## src/rtl/lca_pkg.sv

```systemverilog
package lca_pkg;

  localparam int MAX_NODES   = 1024;
  localparam int JUMP_LEVELS = 10;
  localparam int ID_W        = 11;
  localparam int DEPTH_W     = 10;
  localparam int OP_W        = 2;
  localparam int LVL_W       = (JUMP_LEVELS > 1) ? $clog2(JUMP_LEVELS) : 1;
  localparam int JUMP_DEPTH  = (MAX_NODES + 1) * JUMP_LEVELS;
  localparam int JADDR_W     = $clog2(JUMP_DEPTH);

  localparam int IN_TDATA_W  = 48;
  localparam int OUT_TDATA_W = 24;

  typedef logic [OP_W-1:0]    op_t;
  typedef logic [ID_W-1:0]    id_t;
  typedef logic [DEPTH_W-1:0] depth_t;
  typedef logic [LVL_W-1:0]   lvl_t;
  typedef logic [JADDR_W-1:0] jaddr_t;

  localparam op_t OP_LOAD  = 2'd0;
  localparam op_t OP_BUILD = 2'd1;
  localparam op_t OP_QUERY = 2'd2;

  typedef struct packed {
    logic latch_in;
    logic ld_write;
    logic bld_init;
    logic bld_rd1;
    logic bld_rd2;
    logic bld_wr;
    logic q_rda;
    logic q_rdb;
    logic q_swap;
    logic p1_rdj;
    logic p1_cap;
    logic p1_dep;
    logic lvl_dec;
    logic lvl_top;
    logic p2_rd;
    logic p2_upd;
    logic fin_rd;
    logic fin_cap;
    logic out_fin;
    logic out_dir;
  } cmd_t;

  typedef struct packed {
    op_t  op;
    logic q_bad;
    logic bld_none;
    logic da_zero;
    logic a_eq_b;
    logic p1_take;
    logic lvl_zero;
    logic j_last;
    logic k_last;
    logic out_free;
  } stat_t;

  // flat index of (node, level) in the jump table
  function automatic jaddr_t jidx(input id_t id, input lvl_t lvl);
    jaddr_t base;
    base = JADDR_W'(id) * JADDR_W'(JUMP_LEVELS);
    return base + JADDR_W'(lvl);
  endfunction

  // largest level i with 2^i <= d, capped at the top table level
  function automatic lvl_t top_level(input depth_t d);
    lvl_t t;
    t = '0;
    for (int i = 1; i < JUMP_LEVELS; i++) begin
      if ((32'd1 << i) <= 32'(d)) t = LVL_W'(i);
    end
    return t;
  endfunction

endpackage

```

## src/rtl/lca_ctrl.sv

```systemverilog
module lca_ctrl import lca_pkg::*; (
  input  logic  clk,
  input  logic  rst_n,
  input  logic  in_tvalid,
  output logic  in_tready,
  input  stat_t st,
  output cmd_t  cmd
);

  localparam logic [4:0] S_IDLE   = 5'd0;
  localparam logic [4:0] S_DEC    = 5'd1;
  localparam logic [4:0] S_B_RD1  = 5'd2;
  localparam logic [4:0] S_B_RD2  = 5'd3;
  localparam logic [4:0] S_B_WR   = 5'd4;
  localparam logic [4:0] S_Q_DB   = 5'd5;
  localparam logic [4:0] S_Q_SW   = 5'd6;
  localparam logic [4:0] S_Q_TOP  = 5'd7;
  localparam logic [4:0] S_P1_CHK = 5'd8;
  localparam logic [4:0] S_P1_CAP = 5'd9;
  localparam logic [4:0] S_P1_DEP = 5'd10;
  localparam logic [4:0] S_P1_END = 5'd11;
  localparam logic [4:0] S_P2_RD  = 5'd12;
  localparam logic [4:0] S_P2_UPD = 5'd13;
  localparam logic [4:0] S_F_RD   = 5'd14;
  localparam logic [4:0] S_F_CAP  = 5'd15;
  localparam logic [4:0] S_F_DEP  = 5'd16;
  localparam logic [4:0] S_OUT_A  = 5'd17;

  logic [4:0] state_r, state_nxt;

  assign in_tready = (state_r == S_IDLE);

  always_comb begin
    cmd       = '0;
    state_nxt = state_r;
    unique case (state_r)
      S_IDLE: begin
        if (in_tvalid) begin
          cmd.latch_in = 1'b1;
          state_nxt    = S_DEC;
        end
      end
      S_DEC: begin
        unique case (st.op)
          OP_LOAD: begin
            cmd.ld_write = 1'b1;
            state_nxt    = S_IDLE;
          end
          OP_BUILD: begin
            if (st.bld_none) begin
              state_nxt = S_IDLE;
            end else begin
              cmd.bld_init = 1'b1;
              state_nxt    = S_B_RD1;
            end
          end
          OP_QUERY: begin
            if (st.q_bad) begin
              state_nxt = S_IDLE;
            end else begin
              cmd.q_rda = 1'b1;
              state_nxt = S_Q_DB;
            end
          end
          default: state_nxt = S_IDLE;
        endcase
      end
      S_B_RD1: begin
        cmd.bld_rd1 = 1'b1;
        state_nxt   = S_B_RD2;
      end
      S_B_RD2: begin
        cmd.bld_rd2 = 1'b1;
        state_nxt   = S_B_WR;
      end
      S_B_WR: begin
        cmd.bld_wr = 1'b1;
        state_nxt  = (st.j_last && st.k_last) ? S_IDLE : S_B_RD1;
      end
      S_Q_DB: begin
        cmd.q_rdb = 1'b1;
        state_nxt = S_Q_SW;
      end
      S_Q_SW: begin
        cmd.q_swap = 1'b1;
        state_nxt  = S_Q_TOP;
      end
      S_Q_TOP: begin
        if (st.da_zero) state_nxt = st.a_eq_b ? S_OUT_A : S_F_RD;
        else            state_nxt = S_P1_CHK;
      end
      S_P1_CHK: begin
        if (st.p1_take) begin
          cmd.p1_rdj = 1'b1;
          state_nxt  = S_P1_CAP;
        end else if (st.lvl_zero) begin
          state_nxt = S_P1_END;
        end else begin
          cmd.lvl_dec = 1'b1;
        end
      end
      S_P1_CAP: begin
        cmd.p1_cap = 1'b1;
        state_nxt  = S_P1_DEP;
      end
      S_P1_DEP: begin
        cmd.p1_dep = 1'b1;
        if (st.lvl_zero) begin
          state_nxt = S_P1_END;
        end else begin
          cmd.lvl_dec = 1'b1;
          state_nxt   = S_P1_CHK;
        end
      end
      S_P1_END: begin
        if (st.a_eq_b) begin
          state_nxt = S_OUT_A;
        end else begin
          cmd.lvl_top = 1'b1;
          state_nxt   = S_P2_RD;
        end
      end
      S_P2_RD: begin
        cmd.p2_rd = 1'b1;
        state_nxt = S_P2_UPD;
      end
      S_P2_UPD: begin
        cmd.p2_upd = 1'b1;
        if (st.lvl_zero) begin
          state_nxt = S_F_RD;
        end else begin
          cmd.lvl_dec = 1'b1;
          state_nxt   = S_P2_RD;
        end
      end
      S_F_RD: begin
        cmd.fin_rd = 1'b1;
        state_nxt  = S_F_CAP;
      end
      S_F_CAP: begin
        cmd.fin_cap = 1'b1;
        state_nxt   = S_F_DEP;
      end
      S_F_DEP: begin
        if (st.out_free) begin
          cmd.out_fin = 1'b1;
          state_nxt   = S_IDLE;
        end
      end
      S_OUT_A: begin
        if (st.out_free) begin
          cmd.out_dir = 1'b1;
          state_nxt   = S_IDLE;
        end
      end
      default: state_nxt = S_IDLE;
    endcase
  end

  always_ff @(posedge clk) begin
    if (!rst_n) state_r <= S_IDLE;
    else        state_r <= state_nxt;
  end

endmodule

```

## config.mk

```make
export PLATFORM = sky130hd
export DESIGN_NAME = lca_ctrl
export DESIGN_NICKNAME = d
export VERILOG_FILES = /design/src/rtl/lca_pkg.sv /design/src/rtl/lca_ctrl.sv
export SDC_FILE = /design/constraint.sdc
export NUM_CORES = 1
export LEC_CHECK = 0
export ABC_AREA = 1
export BUFFER_PORTS_ARGS = -buffer_cell sky130_fd_sc_hd__buf_2
export CAP_MARGIN = 20
export CORE_MARGIN = 3
export CORE_UTILIZATION = 39
export DETAILED_ROUTE_END_ITERATION = 8
export GPL_ROUTABILITY_DRIVEN = 0
export PLACE_DENSITY = 0.74
export SYNTH_ARGS = -nofsm -noshare
export SYNTH_HDL_FRONTEND = slang
export SYNTH_SLANG_ARGS = --single-unit
```

## constraint.sdc

```tcl
create_clock -name clk -period 1.09 [get_ports clk]
set_input_delay 0.1635 -clock clk [delete_from_list [all_inputs] [get_ports clk]]
set_output_delay 0.1635 -clock clk [all_outputs]
set_load 0.01 [all_outputs]
```

==> results of run 1 <==
==> Yosys cell counts (all sizes together) <==
cell type  instances  area, sq um
dfxtp              5          100
nand4              3         18.8
nor3               6         30.0
nand2             33          126
buf                2         15.0
a21oi              4         20.0
nor4               1         6.26
a31oi              1         6.26
o21a               1         7.51
o21ai              2         10.0
nor2              31          129
ha                 3         37.5
inv               26         97.6
nand3             12         60.1
==> logic make-up after synthesis <==
group / synth area share (%)
compound gates: 6.59
fa+ha+maj: 5.65
buf+inv: 16.9
flops: 15.1
simple gates: 55.7
==> per-stage QoR <==
| stage | cells | cell area (sq um) | setup slack (ns) | hold slack (ns) | util, % |
|---|---|---|---|---|---|
| after floorplan | 130 | 761 | -0.0770 | 0.281 | - |
| after global placement | 197 | 1070 | -0.288 | 0.379 | 68.7 |
| after detailed placement | 197 | 1070 | -0.286 | 0.411 | 68.7 |
| after CTS | 212 | 1310 | -0.368 | 0.155 | 84.0 |
==> timing repair <==
action | in CTS
setup endpoints to repair | 26
pin swaps | 9
gates cloned | 0
resized for setup | 38
buffers inserted | 11
==> results_dict.tcl, run 1 <==
set metrics [dict create \
    syn_area_cell_sq_um 5.11 \
    rows 14 \
    start_util_pct 42.6 \
    die_width_um 47.3 \
    yosysWarnings 0 \
    timing.worst_endpoint.kind "top-level output" \
    h-tree-depth 1 \
    ys_ff_latch 5 \
    maximum_number_of_pins_on_one_net_before_global_route_repair 10 \
    cts-hold-fix-buffers 0 \
    cts.sink_count 5 \
    synth-seq-area-share_pct 15.1 \
    synthesized_instance_count 130 \
    clockBufferDepth 2 \
    place_hpwl_um 1830 \
    outcome "stopped before the end" \
    numPortBuffers 34 \
    die-height_um 47.3 \
    post_synth_instance_area_sq_um 664 \
    failing_step "global routing (5_1_grt)" \
    top_level_ports 35 \
    globalroute.repair_timing.worst_endpoint "cmd[7]" \
    grt_antenna_before_repair 0 \
    stop_error "[ERROR DPL-0033] detailed placement checks failed during check placement." \
    root_buffer "clkbuf_4" \
    mappedNetlistNets 147 \
    synth_cell_types 18 \
    cts_inserted_buffers 3 \
]
==> run 2, diff against run 1 <==
--- a/config.mk
+++ b/config.mk
@@ -8,11 +8,11 @@
 export ABC_AREA = 1
 export BUFFER_PORTS_ARGS = -buffer_cell sky130_fd_sc_hd__buf_2
 export CAP_MARGIN = 20
-export CORE_MARGIN = 3
-export CORE_UTILIZATION = 39
+export CORE_AREA = 3 3 64 66
 export DETAILED_ROUTE_END_ITERATION = 8
+export DIE_AREA = 0 0 67 69
 export GPL_ROUTABILITY_DRIVEN = 0
-export PLACE_DENSITY = 0.74
+export PLACE_DENSITY_LB_ADDON = 0.15
 export SYNTH_ARGS = -nofsm -noshare
 export SYNTH_HDL_FRONTEND = slang
 export SYNTH_SLANG_ARGS = --single-unit
==> constraint.sdc (replaced) <==
create_clock -name clk -period 1.42 [get_ports clk]
set_input_delay 0.213 -clock clk [delete_from_list [all_inputs] [get_ports clk]]
set_output_delay 0.213 -clock clk [all_outputs]
set_load 0.01 [all_outputs]
==> run 2 against run 1 <==
The flow now finishes, with violations (setup timing). Synthesized cell count stayed put. Area after synthesis stayed put.
==> results_dict.tcl, run 2 <==
set metrics [dict create \
    power.switching_fraction_pct 33.7 \
    hold-path-cell-count 2 \
    final-instance-count-excl-fill 235 \
    drtAntennaViolNets 0 \
    core_area_sq_um 3630 \
    fin_ws_ns -0.0894 \
    reg.largest.list "state_r x5" \
    die-height_um 69 \
    finalClockSkew_ns 0.000373 \
    outcome "finished, violations left" \
    grt_first_pass_wirelength_um 3860 \
    synth_enable_flop_cells 0 \
    syn_area_cell_sq_um 5.11 \
    critical_path_required_time_ns 1.21 \
    layout.cells.most_common_list "buf_2, nand2_1, inv_1" \
    switchingPower_mw 0.216 \
    p_total_mw 0.642 \
    max_slew.worst_pin.slew_ns 0.195 \
    p_comb_share_pct 33.8 \
    leakagePower_nw 0.718 \
    worstRegToRegCells 9 \
    pwr-share-clk_pct 42.8 \
    timing.hold.worst.class "in2reg" \
    largest-register "state_r" \
    cts.sink_count 5 \
    critical_path.max_fanout 5 \
    via_count_of_the_first_global_routing_pass 901 \
    yosys.area.top_type_share_pct 18.1 \
    timing.setup.critical_path_class "reg2out" \
    internal_mw 0.426 \
    tritoncts "built" \
    placed_cells 216 \
    root_buffer "clkbuf_8" \
    finalHoldViolations 0 \
    track_usage_pct 10.8 \
    violations_in_the_final_reports "setup timing" \
    kind_of_launch_point_of_the_worst_setup_path "flop" \
    start_util_pct 18.3 \
    cts_inserted_buffers 3 \
    die_width_um 67 \
    synth_top_cell_by_area "nand2_1" \
    grt_antenna_before_repair 0 \
    antenna_cells_inserted 0 \
    numPortBuffers 34 \
    clock_insertion_delay_worst_skew_ns 0.23 \
    setup.worst_path.end_class "output port" \
    min_period_over_period_pct 106 \
    num-fill-cells 410 \
    nets 205 \
    post-synth-top-count-cell "nand2_1" \
    layout.cells.most_common "buf_2" \
    finalMaxSlewViolations 0 \
    ys_ff_latch 5 \
    placement.setup.worst_slack_ns 0.0171 \
    drt_iter0_markers 25 \
    maxCapViolCount 0 \
    clockBufferDepth 2 \
    maximum_number_of_pins_on_one_net_before_global_route_repair 8 \
    grt-ovfl-total 0 \
    cts-hold-fix-buffers 0 \
    final_layout_size_suffix_gt1_share_pct 58.8 \
    final_period_minus_worst_setup_slack_ns 1.51 \
    worst_setup_hold_path_clk_slew_ns 0.04 \
    power.share.sequential_pct 23.4 \
    layout.cell_area.non_filler_sq_um 1380 \
    drcViolationCount 0 \
    synthesized_instance_count 130 \
    h-tree-depth 1 \
    place_hpwl_um 1980 \
    synth-seq-area-share_pct 15.1 \
    max_reg_flops 5 \
    yosysWarnings 0 \
    peakVddDrop_mv 0.269 \
    synth_flop_cell "dfxtp_1" \
    rows 22 \
    timing.max_slew.rel_slack_pct 86.9 \
    netlist_top_cells_area "nand2_1, dfxtp_1, nor2_1" \
    power_per_cell_area_nw_per_um2 467 \
    synth_cell_types 18 \
    postSynth.asyncResetShare_pct 0 \
    post_synth_instance_area_sq_um 664 \
    detailroute.via_count 1010 \
    avgRoutedWirePerCell_um 11.3 \
    die-area_sq_um 4620 \
    crit_arrival_ns 1.30 \
    rsz_0062_raised_after_global_routing "true" \
    per_cell_via_count_in_the_routed_design 4.30 \
    top_level_ports 35 \
    synth.top_cells.by_count "nand2_1, nor2_1, inv_1" \
    max_freq_mhz 663 \
    totalWireLength_um 2670 \
    drt_pre_antenna_iters 4 \
    mappedNetlistNets 147 \
    syn_to_final_growth_pct 107 \
    setup-violations-final 8 \
    place_area_sq_um 925 \
]
run 2: cell counts after synthesis:
No cell type changed its count.
run 2: stage by stage:
step / hold WS (ns) / util [%] / setup TNS, ns
2_1_floorplan: 0.330 / - / 0
3_3_place_gp: 0.441 / 25.4 / 0
3_5_place_dp: 0.437 / 25.4 / 0
4_1_cts: 0.200 / 31.6 / -0.197
5_1_grt: 0.207 / 37.8 / -1.03
6_report: 0.200 / 37.8 / -0.344
run 2: timing repair:
| action | CTS | global route |
|---|---|---|
| gates resized for setup | 38 | 44 |
| pin swaps | 7 | 13 |
| setup buffers | 9 | 6 |
| setup endpoints to repair | 21 | 18 |
run 2: worst max-delay path, cell delays in order (launching register included):
cell and delay, ns:
dfxtp_4 0.36, nor2_4 0.16, buf_4 0.13, inv_1 0.09
nor3_1 0.17, buf_2 0.16
run 2: power by group through the flow:
stage               combinational, mW  sequential (mW)  clock [mW]
floorplan                      0.0827            0.154           0
global placement                0.137            0.156           0
detailed placement              0.136            0.156           0
CTS                             0.164            0.153       0.281
global route                    0.237            0.151       0.285
finish                          0.217            0.150       0.275
run 2: path summary, 6_finish.rpt:
kind | from | slack (ns) | end
setup / recovery | state_r[0] | -0.09 | in_tready
hold / removal | rst_n | 0.20 | state_r[2]
setup reg to reg | state_r[4] | 0.06 | state_r[1]
hold reg to reg | state_r[0] | 0.53 | state_r[0]
run 2: layout make-up:
class,count,area (sq um),area share (%)
tap,48,60.1,4.37
multi-input combinational,97,643,46.8
inverter,26,113,8.19
sequential,5,119,8.64
clock buffer,3,41.3,3.00
clock inverter,1,5.00,0.364
timing repair buffer,55,394,28.7
run 2: per-layer routing:
layer / track usage [%] / routed length (um) / vias up
li1: - / - / 521
met1: 13.0 / 1160 / 448
met2: 17.0 / 1250 / 32
met3: 1.63 / 148 / 9
met4: 7.66 / 110 / 0
met5: 0 / 0 / -
run 2: cells by family (layout without fill, tap and decap cells):
logic type / count (synthesis) / after routing / synth area share (%)
flops: 5 / 5 / 15.1
simple gates: 86 / 86 / 55.7
compound gates: 8 / 8 / 6.59
fa+ha+maj: 3 / 3 / 5.65
buf+inv: 28 / 85 / 16.9
No activity file was read; power rests on OpenSTA's default activity.
==> run 3, diff against run 2 <==
--- a/config.mk
+++ b/config.mk
@@ -13,6 +13,7 @@
 export DIE_AREA = 0 0 67 69
 export GPL_ROUTABILITY_DRIVEN = 0
 export PLACE_DENSITY_LB_ADDON = 0.15
+export REMOVE_ABC_BUFFERS = 1
 export SYNTH_ARGS = -nofsm -noshare
 export SYNTH_HDL_FRONTEND = slang
 export SYNTH_SLANG_ARGS = --single-unit
==> run 3 against run 2 <==
The flow still finishes with violations (setup timing). Clock power decreased by 6%. Critical path depth up 1. Hold slack better by 0.028 ns. Power down 8.1%. Clock skew about the same. Critical endpoint is now cmd[7]. Largest power group unchanged. Highest routed layer unchanged.
==> results_dict.tcl, run 3 (synthesized netlist as in run 2, its figures left out) <==
set metrics [dict create \
    crit_arrival_ns 1.26 \
    grt_first_pass_wirelength_um 3780 \
    setup-violations-final 5 \
    timing.setup.critical_path_class "reg2out" \
    drcViolationCount 0 \
    outcome "finished, violations left" \
    min_period_over_period_pct 104 \
    finalCoreUtilization_pct 34.7 \
    rows 22 \
    finalMaxSlewViolations 0 \
    hold-path-cell-count 2 \
    ff2ff_setup_slack_ns 0.07 \
    antenna_cells_inserted 0 \
    worstRegToRegCells 11 \
    grt_busiest_layer "met2" \
    drt_pre_antenna_iters 4 \
    maximum_number_of_pins_on_one_net_before_global_route_repair 7 \
    max_slew.worst_pin.slew_ns 0.230 \
    gr-usage-met1_pct 11.0 \
    power_per_cell_area_nw_per_um2 467 \
    track_usage_pct 10.2 \
    setup.worst_path.end_class "output port" \
    use_met3_pct 1.63 \
    reg.largest.list "state_r x5" \
    max_freq_mhz 677 \
    area_of_all_sequential_standard_cells_sq_um 116 \
    nets 197 \
    final.setup.tns_ns -0.108 \
    root_buffer "clkbuf_8" \
    final_layout_size_suffix_gt1_share_pct 57.5 \
    max_reg_flops 5 \
    tritoncts "built" \
    final_period_minus_worst_setup_slack_ns 1.48 \
    drt_iter0_markers 28 \
    critical_path.max_fanout 5 \
    via_count_of_the_first_global_routing_pass 913 \
    clock_insertion_delay_worst_skew_ns 0.22 \
    maxCapViolCount 0 \
    fin_worst_hold_slack_ns 0.228 \
    drtAntennaViolNets 0 \
    critical_path_required_time_ns 1.21 \
    cts-hold-fix-buffers 0 \
    die-height_um 69 \
    clockBufferDepth 2 \
    finalClockSkew_ns 0.000737 \
    violations_in_the_final_reports "setup timing" \
    finalHoldViolations 0 \
    critical_path.reg2reg.startpoint "state_r[4]" \
    placement.setup.worst_slack_ns -0.0198 \
    place_hpwl_um 1890 \
    start_util_pct 18.3 \
    syn_to_final_growth_pct 89.8 \
    numPortBuffers 34 \
    peakVddDrop_mv 0.273 \
    top_level_ports 35 \
    whs_endpoint "state_r[2]" \
    die_width_um 67 \
    die-area_sq_um 4620 \
    avgRoutedWirePerCell_um 10.5 \
    fin_ws_ns -0.0578 \
    groute.layer.met2.usage_pct 19.5 \
    timing.hold.worst.class "in2reg" \
    num-fill-cells 411 \
    detailroute.via_count 945 \
    critical_path.max_stage_delay_ns 0.36 \
    totalWireLength_um 2380 \
    leakagePower_nw 0.672 \
    per_cell_via_count_in_the_routed_design 4.16 \
    layout.cells.most_common "buf_2" \
    grt-ovfl-total 0 \
    kind_of_launch_point_of_the_worst_setup_path "flop" \
    cp_slowest_cell "dfxtp_4" \
    grt_antenna_before_repair 0 \
    rsz_0062_raised_after_global_routing "true" \
    terminus_of_the_critical_flop_to_flop_path "state_r[1]" \
    worst_setup_hold_path_clk_slew_ns 0.03 \
    holdCritStartpoint "rst_n" \
    multiInputGateArea_sq_um 627 \
    h-tree-depth 1 \
    core_area_sq_um 3630 \
    cts.sink_count 5 \
    cts_inserted_buffers 3 \
    layout.cells.most_common_list "buf_2, nand2_1, inv_1" \
    largest-register "state_r" \
    crit_chain "nor2_4 > nand2_2 > nor2_4 > nand2_2 > a31oi_1 > buf_2" \
    timing.max_slew.rel_slack_pct 84.6 \
]
run 3: cell types whose count changed in the layout (fill, tap and decap cells not counted), sizes merged:
cell,before,now
clkbuf,3,4
clkinv,1,0
buf,55,47
run 3: power breakdown:
group,leakage [nW],internal (mW),total [mW],switching (mW)
Clock,0.0228,0.192,0.258,0.0657
Combinational,0.605,0.0714,0.180,0.108
Sequential,0.0441,0.142,0.152,0.00992
Total,0.672,0.405,0.589,0.184
run 3: worst max-delay path, delay by kind of cell (launching register included):
| family | cells | cell delay, ns |
|---|---|---|
| AO/OA/AOI/OAI | 1 | 0.14 |
| buffers and inverters | 1 | 0.15 |
| flip-flops | 1 | 0.36 |
| AND/OR/NAND/NOR | 4 | 0.39 |
run 3: repair_timing:
item / CTS / global route
gates cloned: 0 / 0
setup buffers: 5 / 4
pin swaps: 6 / 14
gates resized for setup: 27 / 39
setup endpoints to repair: 20 / 20
run 3: worst max-delay path by stage:
stage          depth (start not counted)          to       start
2_1_floorplan                          7  state_r[2]  state_r[1]
3_3_place_gp                           7  state_r[1]  state_r[3]
3_5_place_dp                           7  state_r[1]  state_r[3]
4_1_cts                                6      cmd[7]  state_r[1]
5_1_grt                                6      cmd[7]  state_r[0]
6_report                               6      cmd[7]  state_r[0]
run 3: per-stage QoR:
stage / instance area (sq um) / power [mW] / cells
after floorplan: 649 / 0.236 / 128
after global placement: 910 / 0.288 / 214
after detailed placement: 910 / 0.289 / 214
after CTS: 1070 / 0.576 / 223
after global routing: 1260 / 0.632 / 227
final: 1260 / 0.589 / 227
run 3: metal layers:
layer | up-vias | wire (um) | share of wire, %
li1 | 503 | - | -
met1 | 416 | 923 | 39
met2 | 24 | 1310 | 55
met3 | 2 | 126 | 5.3
met4 | 0 | 21 | 0.88
met5 | - | 0 | 0
run 3: final cells by class:
type | instances | area share (%)
multi-input combinational | 97 | 49.7
timing repair buffer | 47 | 24.4
sequential | 5 | 9.23
inverter | 26 | 8.33
tap | 48 | 4.76
clock buffer | 4 | 3.57
